### src/sv/shaiu_pkg.sv
// Shared types, constants and SHA-512 functions for the instruction unit.
package shaiu_pkg;

    // Number of register stages from the input transfer to the output register.
    localparam int NUM_STAGES = 6;

    // Working words carried between the inner pipeline stages.
    localparam int NUM_WORDS = 10;

    // Operation selector codes.
    typedef enum logic [1:0] {
        FUNC_MSG1  = 2'd0,
        FUNC_MSG2  = 2'd1,
        FUNC_RNDS2 = 2'd2,
        FUNC_PASS  = 2'd3
    } func_t;

    // One input item.
    typedef struct packed {
        func_t       func;
        logic [63:0] dst_lane0;
        logic [63:0] dst_lane1;
        logic [63:0] dst_lane2;
        logic [63:0] dst_lane3;
        logic [63:0] src_lane0;
        logic [63:0] src_lane1;
        logic [63:0] src_lane2;
        logic [63:0] src_lane3;
        logic [63:0] wk_first;
        logic [63:0] wk_second;
    } in_t;

    // One result item.
    typedef struct packed {
        logic [63:0] res_lane0;
        logic [63:0] res_lane1;
        logic [63:0] res_lane2;
        logic [63:0] res_lane3;
    } out_t;

    // Contents of one inner pipeline stage.
    typedef struct packed {
        func_t                         func;
        logic [NUM_WORDS-1:0][63:0]    w;
    } stage_t;

    // Per-stage load enables and occupancy flags from the pipeline control.
    typedef struct packed {
        logic [NUM_STAGES-1:0] load;
        logic [NUM_STAGES-1:0] valid;
    } pipe_ctl_t;

    function automatic logic [63:0] rotr64(input logic [63:0] x, input int n);
        rotr64 = (x >> n) | (x << (64 - n));
    endfunction

    function automatic logic [63:0] small_sig0(input logic [63:0] x);
        small_sig0 = rotr64(x, 1) ^ rotr64(x, 8) ^ (x >> 7);
    endfunction

    function automatic logic [63:0] small_sig1(input logic [63:0] x);
        small_sig1 = rotr64(x, 19) ^ rotr64(x, 61) ^ (x >> 6);
    endfunction

    function automatic logic [63:0] big_sig0(input logic [63:0] x);
        big_sig0 = rotr64(x, 28) ^ rotr64(x, 34) ^ rotr64(x, 39);
    endfunction

    function automatic logic [63:0] big_sig1(input logic [63:0] x);
        big_sig1 = rotr64(x, 14) ^ rotr64(x, 18) ^ rotr64(x, 41);
    endfunction

    function automatic logic [63:0] choose(input logic [63:0] e, input logic [63:0] f,
                                           input logic [63:0] g);
        choose = (e & f) ^ (g & ~e);
    endfunction

    function automatic logic [63:0] majority(input logic [63:0] a, input logic [63:0] b,
                                             input logic [63:0] c);
        majority = (a & b) ^ (a & c) ^ (b & c);
    endfunction

endpackage

### src/sv/shaiu_pipe_ctrl.sv
// Valid/ready control for the stage chain: occupancy bits and per-stage load enables.
module shaiu_pipe_ctrl (
    input  logic                  aclk,
    input  logic                  aresetn,
    input  logic                  s_valid,
    output logic                  s_ready,
    input  logic                  m_ready,
    output shaiu_pkg::pipe_ctl_t  ctl
);

    logic [shaiu_pkg::NUM_STAGES-1:0] valid_reg;
    logic [shaiu_pkg::NUM_STAGES-1:0] valid_next;
    logic [shaiu_pkg::NUM_STAGES:0]   ready;
    logic [shaiu_pkg::NUM_STAGES-1:0] prev_valid;

    // A stage can take a new item when it is empty or its item moves on this cycle.
    always_comb begin
        ready[shaiu_pkg::NUM_STAGES] = m_ready;
        for (int i = shaiu_pkg::NUM_STAGES - 1; i >= 0; i--) begin
            ready[i] = !valid_reg[i] || ready[i+1];
        end
    end

    // Each stage receives the occupancy of the stage in front of it.
    always_comb begin
        prev_valid = {valid_reg[shaiu_pkg::NUM_STAGES-2:0], s_valid};
        for (int i = 0; i < shaiu_pkg::NUM_STAGES; i++) begin
            valid_next[i] = ready[i] ? prev_valid[i] : valid_reg[i];
        end
    end

    always_ff @(posedge aclk) begin
        if (!aresetn) begin
            valid_reg <= '0;
        end else begin
            valid_reg <= valid_next;
        end
    end

    assign s_ready   = ready[0];
    assign ctl.load  = ready[shaiu_pkg::NUM_STAGES-1:0];
    assign ctl.valid = valid_reg;

`ifndef NO_ASSERTIONS
    // An empty first stage must always be able to take a transfer.
    a_empty_ready: assert property (@(posedge aclk) disable iff (!aresetn)
        !valid_reg[0] |-> s_ready)
        else $error("first stage empty but input not ready");

    // An accepted input item occupies the first stage in the next cycle.
    a_accept_lands: assert property (@(posedge aclk) disable iff (!aresetn)
        (s_valid && s_ready) |=> valid_reg[0])
        else $error("accepted item did not enter the first stage");

    // Without transfers on either side the number of items in flight is constant.
    a_conserve: assert property (@(posedge aclk) disable iff (!aresetn)
        (!(s_valid && s_ready) && !(valid_reg[shaiu_pkg::NUM_STAGES-1] && m_ready))
        |=> ($countones(valid_reg) == $past($countones(valid_reg))))
        else $error("item lost or duplicated inside the pipeline");
`endif

endmodule

### config.mk
export PLATFORM = sky130hd
export DESIGN_NAME = shaiu_pipe_ctrl
export DESIGN_NICKNAME = d
export VERILOG_FILES = /design/src/sv/shaiu_pkg.sv /design/src/sv/shaiu_pipe_ctrl.sv
export SDC_FILE = /design/constraint.sdc
export NUM_CORES = 1
export LEC_CHECK = 0
export BUFFER_PORTS_ARGS = -buffer_cell sky130_fd_sc_hd__buf_2
export CAP_MARGIN = 30
export CORE_AREA = 2 2 39 41
export DETAILED_ROUTE_END_ITERATION = 10
export DIE_AREA = 0 0 41 43
export SYNTH_ARGS = -nofsm -noshare
export SYNTH_HDL_FRONTEND = slang
export SYNTH_SLANG_ARGS = --single-unit
### constraint.sdc
create_clock -name aclk -period 1.1 [get_ports aclk]
set_input_delay 0.055 -clock aclk [delete_from_list [all_inputs] [get_ports aclk]]
set_output_delay 0.055 -clock aclk [all_outputs]
set_load 0.02 [all_outputs]
After elaboration in Yosys (flattened, before gate mapping)
Cells that the tools add are included.

word-level totals
  flip-flop bits (word level) = 6
  word-level logic and storage cells = 18
  input port bits = 4
  output and inout bits = 13

cells by class
  reduce and logical (&&, ||, !) cells = 12

operator list
  operator          number
  zero test 1 bit   6
  logical OR 1 bit  6

Logic depth before layout (Yosys ltp)
Gate-level depths: netlist of the first run.

  depth after elaboration = 7
  mapped depth = 5
  depth with buffers taken out = 4

Worst setup path before layout of the first run
Ideal clock, no wire load.

  path kind = flip-flop to output port
  from = register valid_reg[4] (netlist bit)
  to = output port ctl[6] (netlist bit)
  path buffers = 1
  arrival = 1.298 ns
  required time = 1.045 ns
  stages on the path, launching flop included = 6
  path slack = -0.253 ns
  cells stage by stage = dfxtp_1 -> and4b_1 -> inv_1 -> nor2_1 -> inv_1 -> buf_4

RTL lines
  element                 RTL line               RTL
  from (decl)             shaiu_pipe_ctrl.sv:11  logic [shaiu_pkg::NUM_STAGES-1:0] valid_reg;
  from (signal assigned)  shaiu_pipe_ctrl.sv:36  valid_reg <= valid_next;
  to (decl)               shaiu_pipe_ctrl.sv:8   output shaiu_pkg::pipe_ctl_t ctl

==> qor.yml, run 1 <==
outcome:
  status: "finished, violations left"
  failed_checks: "negative setup slack"
critical_path:
  reg2reg_to: "valid_reg[1]"
  cp-end-kind: "primary output"
  reg2regPathDepth: 5
  crit_required_ps: 1040
  crit_chain: "and4b_2 > and2_4 > nand2_2 > buf_6"
  cp.arrival_ps: 1200
  start_kind: "flop"
  cpPeakStageDelay_ps: 330
  r2r_slack_ps: 0
  worst-setup-path-type: "reg -> out"
  crit_family: "simple AND/OR/NAND/NOR gates"
  critPathSlowestCell: "dfxtp_4"
  crit_buf_inv: 1
  regToRegStartpoint: "valid_reg[4]"
  cp_max_fo: 3
grt:
  grt_max_degree: 8
  grt_overflow_total: 0
  grtUsageTotal_pct: 8.040
  grt_pass1_wl_um: 869
  grt_pass1_vias: 212
  antenna_found_initial: 0
place:
  port_buffers: 16
  gp_congestion: 0.7001
  dp_hpwl_um: 442
  post-place-ws_ps: 64.96
  dp.cells: 58
yosys:
  yosysSeqAreaShare_pct: 49.74
  syn-num-nets: 31
  synth_cells: 27
  yosysWarnings: 0
  synth-xor-area-share_pct: 0
  ys_types: 13
  yosys_register_bits: 6
  synth_compound_area_share_pct: 18.13
  synth_area_sq_um: 241.5
  yosys.area_share.simple_pct: 22.80
  synth_top_family_by_area: "simple AND/OR/NAND/NOR gates"
  syn_avg_cell_area_sq_um: 8.944
  synth-adder-area-share_pct: 0
  muxShareOfSynthArea_pct: 0
sta:
  clock_skew_ps: 5.979
  maxSlewHeadroom_pct: 88.07
  fin_crit_ps: 1260
  grt_setup_unrepaired: "yes"
  fin_setup_tns_ps: -555.1
  finalCritPeriodShare_pct: 114.5
  finalHoldViolations: 0
  slew_violations: 0
  finalSetupViolCount: 4
  worstMarginPinSlew_ps: 178.6
  fmaxAchievable_mhz: 793.7
  setup_ws_ps: -159.9
power:
  switchingPower_mw: 0.09898
  p_leak_nw: 0.1931
  pwr-share-clk_pct: 45.7
  p_int_mw: 0.3685
  power.density_mw_per_mm2: 1055
  peakVddDrop_mv: 0.2911
  pwr-share-seq_pct: 47.6
  finalPower_mw: 0.4675
  comb_power_share_pct: 6.7
  swShare_pct: 21.17
min_path:
  hold_path_end: "valid_reg[0]"
  min_path_cells: 2
  hold_start: "s_valid"
  hold_class: "in -> reg"
final_layout:
  syn_to_final_growth_pct: 83.42
  diodes: 0
  largest_reg_flops: 6
  nets: 54
  fin_cells: 65
  fillers: 147
  final_cell_mix: "11 x buf_2, 6 x buf_6, 4 x o21a_1"
  final_common_cell: "buf_2"
  drive_above_1_share_pct: 69.39
floorplanning:
  start_util_pct: 17.45
  die-area_sq_mm: 0.001763
  rows: 14
  die_h_um: 43
  dieWidth_um: 41
  core-area_sq_mm: 0.001384
  io_pins: 17
detailed_routing:
  drtIter0Drc: 0
  drc_errors: 0
  wire_per_inst_um: 8.954
  firstDrtPassIters: 1
  viasPerCell: 4.000
  ant_nets: 0
  postRouteWirelength_um: 582
  vias: 260
clocking:
  cts_max_level: 1
  clk_latency_ps: 240
  cts_buffers: 3
  cts_root_buf: "clkbuf_4"
  clockBufferDepth: 2
  cts_hold_buffers: 0
  cts_num_sinks: 6
  cts_tree: "yes"
  clk_pin_slew_worst_paths_ps: 50
run:
  cap_violations: 0
## power groups by stage
stage,Sequential (mW),Combinational (mW),Clock (mW)
3_3_place_gp,0.227,0.0296,0
5_1_grt,0.223,0.0341,0.243
4_1_cts,0.222,0.0320,0.225
2_1_floorplan,0.233,0.00723,0
3_5_place_dp,0.227,0.0294,0
6_report,0.222,0.0314,0.214
## final cells by class
cell class / instances / area [sq um] / share of cell area, %
inverter: 4 / 15.01 / 3.390
timing repair buffer: 19 / 137.6 / 31.07
tap: 16 / 20.02 / 4.520
sequential: 6 / 131.4 / 29.66
clock buffer: 4 / 26.28 / 5.932
multi-input combinational: 16 / 112.6 / 25.42
## Yosys cell counts
cell type / instances / area share (%)
o21ai_2: 1 / 3.6
a21oi_1: 1 / 2.1
nand2_1: 4 / 6.2
nor2_1: 1 / 1.6
and2_4: 1 / 3.6
buf_4: 1 / 3.1
inv_1: 3 / 4.7
inv_2: 1 / 1.6
nand3_1: 1 / 2.1
dfxtp_1: 6 / 50
and4b_1: 1 / 4.1
o21a_1: 4 / 12
nor2b_1: 2 / 5.2
## layer usage
| layer | GRT usage, % | routed length [um] |
|---|---|---|
| met1 | 9.032 | 250 |
| met2 | 9.688 | 272 |
| met3 | 4.712 | 58 |
| met4 | 8.000 | 0 |
| met5 | 0 | 0 |
## stage by stage
step / cell area [sq um] / utilization, % / hold WS (ps)
2_1_floorplan: 259.0 / - / 171.9
3_3_place_gp: 347.8 / 25.14 / 273.3
3_5_place_dp: 347.8 / 25.14 / 277.6
4_1_cts: 439.2 / 31.74 / 27.73
5_1_grt: 442.9 / 32.01 / 26.49
6_report: 442.9 / 32.01 / 32.49
## worst reg2reg max path, delay by kind of cell, from the launching register on
kind / cells / cell delay [ps]
AO/OA/AOI/OAI: 1 / 100
buffers and inverters: 2 / 150
flip-flops: 1 / 330
AND/OR/NAND/NOR: 2 / 440
## cells by family after synthesis
kind of cell,Yosys count
compound gates,6
simple gates,10
buf+inv,5
flops,6
## worst max-delay path by stage
stage,cells past startpoint,slack (ps),startpoint,endpoint
global placement,4,90,valid_reg[4],ctl[7]
CTS,4,-160,valid_reg[4],ctl[7]
floorplan,5,20,valid_reg[4],ctl[6]
global route,4,-220,valid_reg[4],ctl[7]
finish,4,-160,valid_reg[4],ctl[7]
detailed placement,4,60,valid_reg[4],ctl[7]
## timing repair
item / in CTS / in global routing
pin swaps: 2 / 1
gates resized for setup: 14 / 1
buffers inserted: 3 / 1
endpoints found under the setup margin: 7 / 7
Power figures use the tool's default switching activity.
==> run 2, diff against run 1 <==
--- a/config.mk
+++ b/config.mk
@@ -10,6 +10,7 @@
 export CORE_AREA = 2 2 39 41
 export DETAILED_ROUTE_END_ITERATION = 10
 export DIE_AREA = 0 0 41 43
+export PLACE_DENSITY = 0.49
 export SYNTH_ARGS = -nofsm -noshare
 export SYNTH_HDL_FRONTEND = slang
 export SYNTH_SLANG_ARGS = --single-unit
==> run 2 against run 1 <==
  * The run still ends with negative setup slack left
  * Core utilization rose by 0.54 points
  * Die area did not move
  * Final area rose by 1.7%
  * Combinational power fell by 3%
  * Critical path type unchanged
  * Largest cell class unchanged
==> qor.yml, run 2 (same netlist as run 1, synthesis figures left out) <==
detailed_routing:
  drtIter0Drc: 2
  drc_errors: 0
  vias: 255
  postRouteWirelength_um: 573
  firstDrtPassIters: 2
  ant_nets: 0
  wire_per_inst_um: 8.682
  viasPerCell: 3.864
critical_path:
  cp.arrival_ps: 1200
  reg2regPathDepth: 5
  cp_max_fo: 3
  start_kind: "flop"
  worst-setup-path-type: "reg -> out"
  regToRegStartpoint: "valid_reg[4]"
  cp-end-kind: "primary output"
  reg2reg_to: "valid_reg[1]"
  r2r_slack_ps: 20
  endpoint: "ctl[7]"
  crit_start: "valid_reg[4]"
  crit_required_ps: 1040
grt:
  grtUsageTotal_pct: 8.626
  grt_pass1_vias: 248
  antenna_found_initial: 0
  grt_max_degree: 8
  grt_overflow_total: 0
  grt_pass1_wl_um: 1000
power:
  finalPower_mw: 0.4705
  p_leak_nw: 0.2000
  peakVddDrop_mv: 0.3709
  power.density_mw_per_mm2: 1044
sta:
  clock_skew_ps: 2.954
  finalHoldViolations: 0
  holdWs_ps: 24.53
  fin_crit_ps: 1251
  finalCritPeriodShare_pct: 113.7
  setup_ws_ps: -150.7
  fin_setup_tns_ps: -572.0
  worstMarginPinSlew_ps: 261.1
  grt_setup_unrepaired: "yes"
  finalSetupViolCount: 6
  maxSlewHeadroom_pct: 82.56
  fmaxAchievable_mhz: 799.5
  slew_violations: 0
floorplanning:
  core-area_sq_mm: 0.001384
  io_pins: 17
  rows: 14
  start_util_pct: 17.45
  die_h_um: 43
  dieWidth_um: 41
  die-area_sq_mm: 0.001763
final_layout:
  syn_to_final_growth_pct: 86.53
  final_common_cell: "buf_2"
  final_core_utilization_pct: 32.55
  nets: 55
  diodes: 0
  fillers: 150
  final_cell_mix: "11 x buf_2, 7 x buf_6, 4 x o21a_1"
  largest_reg_flops: 6
  drive_above_1_share_pct: 66.00
clocking:
  clk_pin_slew_worst_paths_ps: 50
  cts_max_level: 1
  cts_num_sinks: 6
  cts_hold_buffers: 0
  cts_buffers: 3
  cts_root_buf: "clkbuf_4"
  clk_latency_ps: 240
  clockBufferDepth: 2
  cts_tree: "yes"
place:
  gp_congestion: 0.6556
  dp_hpwl_um: 433.2
  post-place-ws_ps: 70.80
  port_buffers: 16
min_path:
  hold_class: "in -> reg"
  min_path_cells: 2
outcome:
  status: "finished, violations left"
  failed_checks: "negative setup slack"
run:
  cap_violations: 0
-- run 2: how the worst min path moves through the flow --
stage | startpoint | endpoint
floorplan | aresetn | valid_reg[3]
global placement | s_valid | valid_reg[0]
detailed placement | s_valid | valid_reg[0]
CTS | s_valid | valid_reg[0]
global route | s_valid | valid_reg[0]
finish | s_valid | valid_reg[0]
-- run 2: layout make-up --
cell class | count | area [sq um] | area share (%)
Timing Repair Buffer | 20 | 148.9 | 33.06
Sequential cell | 6 | 131.4 | 29.17
Multi-Input combinational cell | 16 | 108.9 | 24.17
Clock buffer | 4 | 26.28 | 5.833
Tap cell | 16 | 20.02 | 4.444
Inverter | 4 | 15.01 | 3.333
-- run 2: layer usage --
layer	wire, um	global-route usage [%]	share of wire (%)	vias up
met5	0	0	0	-
met4	8	8.000	1.4	0
met3	19	3.141	3.3	2
met2	338	12.81	59	2
met1	207	8.654	36	120
li1	-	-	-	131
-- run 2: worst max-delay path: stages, from the launching register on --
cell and delay [ps]:
dfxtp_4 330, and4b_1 250, and2_4 180, nand2_2 50, buf_6 130
-- run 2: stage by stage --
step	instance area [sq um]	instances
after floorplan	259.0	27
after global placement	347.8	58
after detailed placement	347.8	58
after CTS	446.7	66
after global routing	450.4	66
final	450.4	66
-- run 2: where the power goes --
part / internal [mW] / leakage [nW] / switching [mW]
sequential: 0.217 / 0.0513 / 0.00493
combinational: 0.0137 / 0.134 / 0.0169
clock: 0.137 / 0.0150 / 0.0801
-- run 2: what timing repair did --
action | CTS | global route
pin swaps | 3 | 0
buffers inserted | 4 | 0
setup endpoints to repair | 7 | 9
gates resized for setup | 13 | 1
cloned | 0 | 0
